File: src/sv/smcs_pkg.sv
// ----------------------------------------------------------------------------
// smcs_pkg
// shared sizes, codes and controller/datapath types of the chain sampler
// ----------------------------------------------------------------------------
`default_nettype none

package smcs_pkg;

   localparam int MAX_STATES  = 256;
   localparam int MAX_ENTRIES = 4096;
   localparam int FRAC_BITS   = 16;

   localparam int ST_AW   = $clog2(MAX_STATES);
   localparam int EN_AW   = $clog2(MAX_ENTRIES);
   localparam int EN_CW   = EN_AW + 1;
   localparam int PROB_W  = FRAC_BITS + 1;
   localparam int ENTRY_W = PROB_W + ST_AW;

   typedef enum logic [1:0] {
      OP_WRITE_ENTRY = 2'd0,
      OP_WRITE_ROW   = 2'd1,
      OP_START       = 2'd2,
      OP_STEP        = 2'd3
   } op_type;

   localparam logic [1:0] CSR_NUM_STATES  = 2'd0;
   localparam logic [1:0] CSR_NUM_ENTRIES = 2'd1;
   localparam logic [1:0] CSR_STEPS       = 2'd2;
   localparam logic [1:0] CSR_HISTORY     = 2'd3;

   typedef enum logic [2:0] {
      ST_IDLE,
      ST_ROW_LO,
      ST_ROW_HI,
      ST_ROW_END,
      ST_SCAN,
      ST_EMIT
   } state_type;

   typedef struct packed {
      logic write_entry;
      logic write_row;
      logic start;
      logic load_u;
      logic row_addr_hi;
      logic latch_start;
      logic latch_end;
      logic scan;
      logic commit;
      logic out_load;
   } cmd_type;

   typedef struct packed {
      logic past_count;
      logic row_empty;
      logic hit;
      logic want;
   } status_type;

endpackage

`default_nettype wire

File: src/sv/smcs_ctrl.sv
// ----------------------------------------------------------------------------
// smcs_ctrl
// sequencer: decodes items, walks row lookup and entry scan, owns result valid
// ----------------------------------------------------------------------------
`default_nettype none

module smcs_ctrl import smcs_pkg::*; (
   input  wire logic       clock,
   input  wire logic       reset,
   input  wire logic       req_valid,
   output logic            req_stall,
   input  wire logic [1:0] req_op,
   output logic            rsp_valid,
   input  wire logic       rsp_stall,
   output cmd_type         cmd,
   input  wire status_type status
);

   state_type state_ff, state_in;
   logic      rsp_valid_ff, rsp_valid_in;
   logic      out_free;

   assign out_free  = !rsp_valid_ff || !rsp_stall;
   assign rsp_valid = rsp_valid_ff;

   always_ff @(posedge clock) begin
      if (reset) begin
         state_ff     <= ST_IDLE;
         rsp_valid_ff <= 1'b0;
      end else begin
         state_ff     <= state_in;
         rsp_valid_ff <= rsp_valid_in;
      end
   end

   always_comb begin
      state_in     = state_ff;
      rsp_valid_in = rsp_valid_ff && rsp_stall;
      cmd          = '0;
      req_stall    = 1'b1;
      case (state_ff)
         ST_IDLE: begin
            req_stall = 1'b0;
            if (req_valid) begin
               case (op_type'(req_op))
                  OP_WRITE_ENTRY: cmd.write_entry = 1'b1;
                  OP_WRITE_ROW:   cmd.write_row = 1'b1;
                  OP_START: begin
                     cmd.start = 1'b1;
                     state_in  = ST_EMIT;
                  end
                  OP_STEP: begin
                     // steps beyond the chain length are dropped
                     if (!status.past_count) begin
                        cmd.load_u = 1'b1;
                        state_in   = ST_ROW_LO;
                     end
                  end
                  default: ;
               endcase
            end
         end
         ST_ROW_LO: begin
            state_in = ST_ROW_HI;
         end
         ST_ROW_HI: begin
            cmd.latch_start = 1'b1;
            cmd.row_addr_hi = 1'b1;
            state_in        = ST_ROW_END;
         end
         ST_ROW_END: begin
            cmd.latch_end = 1'b1;
            if (status.row_empty) begin
               cmd.commit = 1'b1;
               state_in   = ST_EMIT;
            end else begin
               state_in = ST_SCAN;
            end
         end
         ST_SCAN: begin
            cmd.scan = 1'b1;
            if (status.hit) begin
               cmd.commit = 1'b1;
               state_in   = ST_EMIT;
            end
         end
         ST_EMIT: begin
            if (!status.want) begin
               state_in = ST_IDLE;
            end else if (out_free) begin
               cmd.out_load = 1'b1;
               rsp_valid_in = 1'b1;
               state_in     = ST_IDLE;
            end
         end
         default: state_in = ST_IDLE;
      endcase
   end

endmodule

`default_nettype wire

File: config.mk
export PLATFORM = sky130hd
export DESIGN_NAME = smcs_ctrl
export DESIGN_NICKNAME = d
export VERILOG_FILES = /design/src/sv/smcs_pkg.sv /design/src/sv/smcs_ctrl.sv
export SDC_FILE = /design/constraint.sdc
export NUM_CORES = 1
export LEC_CHECK = 0
export ABC_AREA = 1
export BUFFER_PORTS_ARGS = -buffer_cell sky130_fd_sc_hd__buf_2
export CORE_AREA = 2 2 39 41
export CTS_CLUSTER_SIZE = 8
export DETAILED_ROUTE_END_ITERATION = 16
export DIE_AREA = 0 0 41 43
export PLACE_DENSITY_LB_ADDON = 0.3
export SETUP_SLACK_MARGIN = 0.15
export SLEW_MARGIN = 15
export SYNTH_ARGS = -nofsm -noshare
export SYNTH_HDL_FRONTEND = slang
export SYNTH_SLANG_ARGS = --single-unit
File: constraint.sdc
create_clock -name clock -period 0.98 [get_ports clock]
set_input_delay 0.049 -clock clock [delete_from_list [all_inputs] [get_ports clock]]
set_output_delay 0.049 -clock clock [all_outputs]
set_load 0.05 [all_outputs]
### Word-level counts from Yosys, hierarchy flattened

Cells that the tools add are included.

| storage, ports and cells | value |
|---|---|
| bits of input ports | 10 |
| register bits | 4 |
| word-level logic and storage cells | 50 |

| operators by class | value |
|---|---|
| reductions and logical operators | 7 |
| multiplexer cells | 28 |
| eq/ne operators | 13 |

Operators by type and width:

| cell | count |
|---|---|
| $pmux 3 s6 | 1 |
| $mux 1 | 17 |
| $mux 3 | 5 |
| $mux 4 | 2 |
| $eq 3x2->1 const B | 2 |
| $eq 3x3->1 const B | 2 |
| $ne 3x3->1 const B | 2 |
| $pmux 3 s2 | 1 |
| $reduce_and 5->1 | 1 |
| $eq 2x2->1 const B | 2 |
| $ne 2x2->1 const B | 2 |
| $eq 3x1->1 const B | 1 |
| $logic_not 3->1 | 1 |
| $ne 3x1->1 const B | 1 |
| $eq 2x1->1 const B | 1 |
| $logic_not 1->1 | 2 |
| $logic_not 2->1 | 1 |
| $mux 2 | 1 |
| $pmux 1 s2 | 1 |
| $logic_and 1x1->1 | 1 |
| $logic_or 1x1->1 | 1 |

### Longest topological paths before layout

Gate-level depths: netlist (run 1).

| depth | value |
|---|---|
| depth after elaboration | 5 |
| mapped depth | 8 |

### Least setup slack after synthesis (run 1)

OpenSTA, ideal clock, no wires.

| timing path | value |
|---|---|
| path kind | register -> output |
| start point | register state_ff[1] |
| end point | output port cmd[7] (netlist name) |
| data required time | 0.931 ns |
| stages on the path, launching flop included | 6 |
| slack | -1.035 ns |
| arrival | 1.966 ns |
| cells stage by stage | dfxtp_1 > inv_1 > nand2_2 > nor2_2 > inv_1 > nor3_1 |

RTL lines:

| element | line | source |
|---|---|---|
| start: declaration | smcs_ctrl.sv:19 | `state_type state_ff, state_in;` |
| start signal: assignment | smcs_ctrl.sv:31 | `state_ff <= state_in;` |
| end: declaration | smcs_ctrl.sv:15 | `output cmd_type cmd,` |

==> results list, run 1 <==
* Run status: complete, but fails checks
- Failing checks: negative setup slack
* Ratio of routed vias to standard cells: 4.23
- Yosys printed 0 warnings.
- Switching power summed over all nets: 1440 uW
* Post-synthesis net count: 64
- DRC violation count after routing: 0
- The net count of the finished layout is 106.
- Cts bufs inserted: 3
- The top cell types in the final layout, fill and taps aside, are 12 x sky130_fd_sc_hd__buf_4, 10 x sky130_fd_sc_hd__buf_6, 9 x sky130_fd_sc_hd__buf_2.
- Fillcell total: 118
- Sequential Power Share: 0.114
* Vias in the first global route: 432
- Maximum fanout count along the critical path: 2
- The floorplan step defined a core boundary enclosing 1380 sq um.
* Setup slack, reg-to-reg: -220 ps
- Once layout is complete, the utilization of the core stands at 0.625.
* Number of placement rows: 14
- Summed over all instances, the cell type with the most area after synthesis is sky130_fd_sc_hd__dfxtp_1.
- The clock reaches the later pin of the worst-skew pair after 230 ps.
* Cells after DPL: 99
- Summed over all layers, the routed wires come to 1.31 mm.
- Dividing the final minimum period by the clock period gives 1.33.
- Leaving out fill and tap cells, the most frequent cell in the layout is sky130_fd_sc_hd__buf_4.
- The initial antenna violation count is 0.
- Clock Path Buffers: 2
* Buf+Inv Stages, Crit Path: 3
* Endpoint of the worst hold-timing path: rsp_valid$_SDFF_PP0_
- Cell at the slowest stage of the critical path: sky130_fd_sc_hd__dfxtp_2
- 22 I/O pins were placed.
* Count of input and output buffers: 21
- Startpoint type of the worst setup path: flip-flop
- Area added between synthesis and finish: 165%
- DR pass1 iterations: 3
- Effective utilization at floorplan: 0.236
* # diodes: 0
- Worst Skew: 7.15 ps
* Critical path class: reg2out
- Counting every instance in the synthesized netlist gives 54.
* H-tree levels: 1
* Detailed Place HPWL: 783 um
- Drt wl/cell: 11.8 um
- Remaining max-slew budget at the tightest pin: 0.860
- The die covers 1760 sq um.
- Least setup slack across all paths after layout: -328 ps
- Switching part of the total power: 0.508
- In this run the horizontal extent of the chip is 41 um.
* Slew at the pin with the worst max-slew slack: 209 ps
- Summing every instance area after synthesis gives 327 sq um.
- In this run the most critical hold path is launched from rsp_stall.
- Setup repair after global routing could not meet its margin everywhere.
* Internal power component: 1390 uW
* Share of the yosys chip area belonging to registers: 0.245
* Kind of path behind the tightest hold check: in2reg
- The tree is rooted in a sky130_fd_sc_hd__clkbuf_4.
- Via count: 469
* CP max stage delay: 310 ps
- Maximum number of pins on one net before global-route repair: 6
- The congestion estimate from routability-driven global placement came to 0.737.
- Category of the worst setup path capture point: primary output
- The startpoint identified for the worst register-to-register timing path is state_ff[1]$_SDFFE_PP0P_.
* Non-filler instance count after layout: 111
- Number of DRC markers in iteration 0: 8
- TritonCTS built the clock tree.
- Across the run, the number of max-cap violations was 0.
- Top-area cell type share of the netlist area: 0.245
* Worst Hold Path Cells: 3
- For this run, the total global-route usage over all layers was measured as 0.150.
- Traced cell by cell, the critical path runs through inv_2 > buf_6 > nand2_4 > nor2_4 > nand2_4 > a21oi_4 > buf_6.
- Count of nets left with antenna violations after detail routing: 0
- Dividing total power by cell area gives a power density of 3280 nW/um^2.
- The first global-routing pass estimated 1.80 mm of wire.
* Critical path arrival: 1260 ps
- Die Ht: 43 um
* Max-slew violation count: 0
* Clock Pin Slew Worst Setup and Hold Paths: 40 ps
* Family of cells with the greatest summed delay on the critical path: buffers and inverters
* Distinct cells, synth: 16
* Layout cell share with drive strength beyond 1: 0.768
* Leakage power figure: 0.000418 uW
- Achievable Freq: 0.765 GHz
* Synth area leaders: sky130_fd_sc_hd__dfxtp_1 25%, sky130_fd_sc_hd__nand2_1 14%, sky130_fd_sc_hd__inv_1 9.2%
* # setup viols final: 14
- Averaged over all synthesized cells, the footprint is 6.05 sq um.
- Required time worst endpoint: 930 ps
* Number of clock sinks: 4
- Worst voltage drop across the vdd grid: 2350 uV
- Reg2Reg Depth: 10
* Min cycle time layout: 1310 ps
- Global routing finished with a remaining overflow of 0.
* Flip-flop and latch count after synthesis: 4
- Fin. Hold Viols: 0
- Clock network power share: 0.078
- Combinational power share: 0.807
* Capturing point of the worst reg2reg path: state_ff[0]$_SDFFE_PP0P_
[stage by stage]
step | setup slack (ps) | cell area, sq um | total power, uW | hold WS [ps] | TNS, ps
after floorplan | -535 | 414 | 1390 | 111 | -2000
after global placement | -146 | 599 | 1850 | 238 | -1070
after detailed placement | -163 | 599 | 1860 | 239 | -1250
after CTS | -324 | 781 | 2540 | 115 | -3150
after global routing | -394 | 865 | 3000 | 135 | -4000
final | -328 | 865 | 2830 | 136 | -3160
[sequential cells by signal, indices dropped and copies added (netlist names)]
| signal | count |
|---|---|
| rsp_valid | 1 |
| state_ff | 3 |
[cells in the mapped netlist]
library cell,number
sky130_fd_sc_hd__nand2_2,4
sky130_fd_sc_hd__nand3_1,5
sky130_fd_sc_hd__a21oi_1,3
sky130_fd_sc_hd__nand2_1,12
sky130_fd_sc_hd__inv_1,8
sky130_fd_sc_hd__nor3_1,3
sky130_fd_sc_hd__nand3_2,1
sky130_fd_sc_hd__nor2_4,1
sky130_fd_sc_hd__inv_2,1
sky130_fd_sc_hd__buf_4,1
sky130_fd_sc_hd__a31oi_1,1
sky130_fd_sc_hd__nor2_1,6
sky130_fd_sc_hd__nor2_2,2
sky130_fd_sc_hd__o21ai_0,1
sky130_fd_sc_hd__nor4_2,1
sky130_fd_sc_hd__dfxtp_1,4
[worst max path at each step]
stage                                        start  endpoint  slack, ps  cells after the start
after floorplan           state_ff[0]$_SDFFE_PP0P_    cmd[9]       -530                      5
after global placement    state_ff[0]$_SDFFE_PP0P_    cmd[1]       -150                      5
after detailed placement  state_ff[1]$_SDFFE_PP0P_    cmd[6]       -160                      6
after CTS                 state_ff[0]$_SDFFE_PP0P_    cmd[9]       -320                      6
after global routing      state_ff[1]$_SDFFE_PP0P_    cmd[0]       -390                      7
final                     state_ff[1]$_SDFFE_PP0P_    cmd[0]       -330                      7
[per-layer routing]
layer / GRT usage / routed length [um] / share of wire
met1: 0.187 / 492 / 0.38
met3: 0.0314 / 27 / 0.021
met2: 0.238 / 785 / 0.60
met5: 0 / 0 / 0
met4: 0.0600 / 0 / 0
[power groups by stage]
stage          Combinational, uW  Sequential (uW)  Clock [uW]
4_1_cts                     1990              313         237
2_1_floorplan               1060              336           0
5_1_grt                     2410              330         254
6_report                    2290              324         222
3_5_place_dp                1550              311           0
3_3_place_gp                1540              309           0
[logic make-up after synthesis]
family	count (synthesis)	synth area share
AO/OA/AOI/OAI	5	0.0804
buffers and inverters	10	0.126
flip-flops	4	0.245
AND/OR/NAND/NOR	35	0.548
[repair_timing]
| item | CTS | global route |
|---|---|---|
| hold buffers | 1 | 0 |
| resized for setup | 36 | 17 |
| setup endpoints to repair | 16 | 16 |
| pin swaps | 5 | 6 |
| buffers inserted | 4 | 3 |
| endpoints found under the hold margin | 1 | 0 |
[final cells by class]
class                   count  area (sq um)  area share
multi-input cells          40           340       0.394
repair buffers             38           348       0.402
well taps                  16          20.0      0.0232
clock buffers               4          26.3      0.0304
flip-flops and latches      4          90.1       0.104
inverters                   9          40.0      0.0463
[tightest hold or removal path, cell delays in order]
cell                      delay, ps
sky130_fd_sc_hd__buf_2          130
sky130_fd_sc_hd__nand2_1        100
sky130_fd_sc_hd__a21oi_2         50
(Power assumes the default switching activity.)
==> run 2: changes to the inputs <==
==> constraint.sdc (replaced) <==
create_clock -name clock -period 1.6 [get_ports clock]
set_input_delay 0.08 -clock clock [delete_from_list [all_inputs] [get_ports clock]]
set_output_delay 0.08 -clock clock [all_outputs]
set_load 0.05 [all_outputs]
==> results list, run 2 (synthesis results as in run 1) <==
* CTS tree: yes
* Achievable Freq: 0.733 GHz
* Total congestion overflow: 0 (unchanged)
* IO Count: 22 (unchanged)
* Maximum number of pins on one net before global-route repair: 7 (+1)
* Core region area: 1380 sq um (unchanged)
* Max reg flops: 3 (unchanged)
* Run status: complete, no violations
- Maximum fanout count along the critical path: 3 (+1)
- The number of vias per cell after detailed routing is 4.28 (+1.2%).
- The startpoint identified for the worst hold timing path is reset.
* DRC violation count after routing: 0 (unchanged)
- Total cell area at the placement stage: 465 sq um (-22%)
- The final number of max-transition violations was 0 (unchanged).
- The power spent charging and discharging nets is 667 uW (-54%).
* # setup viols final: 0 (-14)
* Die Footprint: 1760 sq um (unchanged)
* Clock Pin Slew Worst Setup and Hold Paths: 30 ps (about the same)
- The effective utilization at floorplan came to 0.236 (unchanged).
- The final standard cell area without fillers came to 557 sq um (-36%).
- In this run the critical register-to-register path is launched from state_ff[1]$_SDFFE_PP0P_.
* Drt wl/cell: 8.76 um (-26%)
* Number of clock sinks: 4 (unchanged)
- Category of the worst setup path capture point: primary output
* Fillcell total: 146 (+24%)
* H-tree levels: 1 (unchanged)
- Vias in the first global route: 344 (-20%)
* Reported max-cap violation count: 0 (unchanged)
- The standby leakage power came to 0.000289 uW (-31%).
- The setup path with the least slack is of type reg2out.
* Initial antenna violation count: 0 (unchanged)
- Required time worst endpoint: 1520 ps (+590 ps)
- Critical path arrival: 1280 ps (+20 ps)
- The worst ir drop on vdd is 789 uV (-66%).
* Hold-fix buffers, CTS: 0 (-1)
- Post-place setup slack: 358 ps (+522 ps)
* RSZ-0062 raised after global routing: no
* CTS Root Cell: sky130_fd_sc_hd__clkbuf_4
- The routability-driven placement congestion ratio came to 0.740 (+0.38%).
- The sequential cell fraction of total power came to 0.177 (+0.063).
* Fin. Hold Viols: 0 (unchanged)
- Internal power component: 460 uW (-67%)
- The cell row count is 14 (unchanged).
- Via count: 402 (-14%)
- Die outline width: 41 um (unchanged)
- The logic gate share of total power was 0.717 (-0.090).
- The switching share of total power came to 0.592 (+0.0838).
- Commonest non-fill, non-tap cell in the layout: sky130_fd_sc_hd__buf_2
- The part of the total power dissipated in the clock network came to 0.106 (+0.028).
- Remaining max-slew budget at the tightest pin: 0.833 (-0.0273)
* Final core occ: 0.402 (-0.222)
- Detailed Place HPWL: 667 um (-15%)
* Min cycle time layout: 1360 ps
- PwrDens: 2030 nW/um^2 (-38%)
- Kind of path behind the tightest hold check: in2reg
* # diodes: 0 (unchanged)
- Worst Skew: 0.701 ps (-6.45 ps)
* Area added between synthesis and finish: 70.5%
- Clock insertion delay at the later pin of the skew report: 230 ps (about the same)
- First-pass GRT wire length: 1.27 mm (-30%)
- Cts bufs inserted: 3 (unchanged)
- Least setup slack across all paths after layout: 235 ps (+563 ps)
* Sum of routed wire length over all layers: 823 um (-37%)
* Count of input and output buffers: 21 (unchanged)
- The number of optimization iterations in the first detailed-route pass came to 2 (-1).
- The measured slew at the worst slew-check pin came to 253 ps (+44.3 ps).
- Count of nets left with antenna violations after detail routing: 0 (unchanged)
- Number of DRC markers in iteration 0: 6 (-2)
* Die Ht: 43 um (unchanged)
- Startpoint type of the worst setup path: flip-flop
* Net total in the final layout: 90 (-15%)
- The fraction of layout cells with a size suffix above 1 is 0.577 (-0.191).
- All-Layer GR Usage: 0.107 (-0.0424)
- In the layout the commonest cells are 17 x sky130_fd_sc_hd__buf_2, 11 x sky130_fd_sc_hd__nand2_1, 6 x sky130_fd_sc_hd__inv_1, 6 x sky130_fd_sc_hd__nor2_1, 5 x sky130_fd_sc_hd__nand3_1.
* Startpoint of the worst setup timing path: state_ff[1]$_SDFFE_PP0P_
- PnR Total Power: 1130 uW (-60%)
- Final clock period utilization by the worst path: 0.853
- Most flop-heavy register: state_ff
- Clock Path Buffers: 2 (unchanged)
* Worst Hold Margin: 42.5 ps (-93.5 ps)
==> run 2: worst max-delay path, stage by stage, from the launching register on <==
cell and delay, ps:
sky130_fd_sc_hd__dfxtp_1 320, sky130_fd_sc_hd__inv_2 90, sky130_fd_sc_hd__nand2_4 70, sky130_fd_sc_hd__nor2_4 130
sky130_fd_sc_hd__nand2_2 90, sky130_fd_sc_hd__nor3_4 170, sky130_fd_sc_hd__buf_6 180
==> run 2: final timing paths <==
check | to | slack [ps] | cells after the start
setup reg to reg | state_ff[0]$_SDFFE_PP0P_ | 500 | 9
hold reg to reg | rsp_valid$_SDFF_PP0_ | 510 | 2
setup / recovery | cmd[8] | 240 | 6
hold / removal | rsp_valid$_SDFF_PP0_ | 40 | 2
==> run 2: routing by layer <==
layer	wire (um)	up-vias	share of wire	track usage
met5	0	-	0	0
met4	10	0	0.012	0.100
met3	39	2	0.047	0.0157
met2	433	8	0.53	0.153
met1	340	170	0.41	0.128
li1	-	222	-	-
==> run 2: layout make-up <==
class	instances	area, sq um	area share
repair buffers	22	134	0.240
clock buffers	3	22.5	0.0404
multi-input cells	40	262	0.470
flip-flops and latches	4	82.6	0.148
well taps	16	20.0	0.0360
inverters	9	36.3	0.0652
==> run 2: through the flow <==
step / setup TNS, ps / instances
2_1_floorplan: -440 / 54
3_3_place_gp: 0 / 90
3_5_place_dp: 0 / 90
4_1_cts: 0 / 93
5_1_grt: 0 / 94
6_report: 0 / 94
==> run 2: repair_timing <==
item / in CTS / in global routing
resized for setup: 4 / 15
pin swaps: 0 / 3
setup buffers: 0 / 1
endpoints found under the setup margin: 4 / 5
==> run 2: power by group through the flow <==
stage	registers, uW	clock network (uW)	logic [uW]
after floorplan	183	0	580
after global placement	182	0	701
after detailed placement	185	0	703
after CTS	184	129	710
after global routing	206	134	877
final	199	120	809
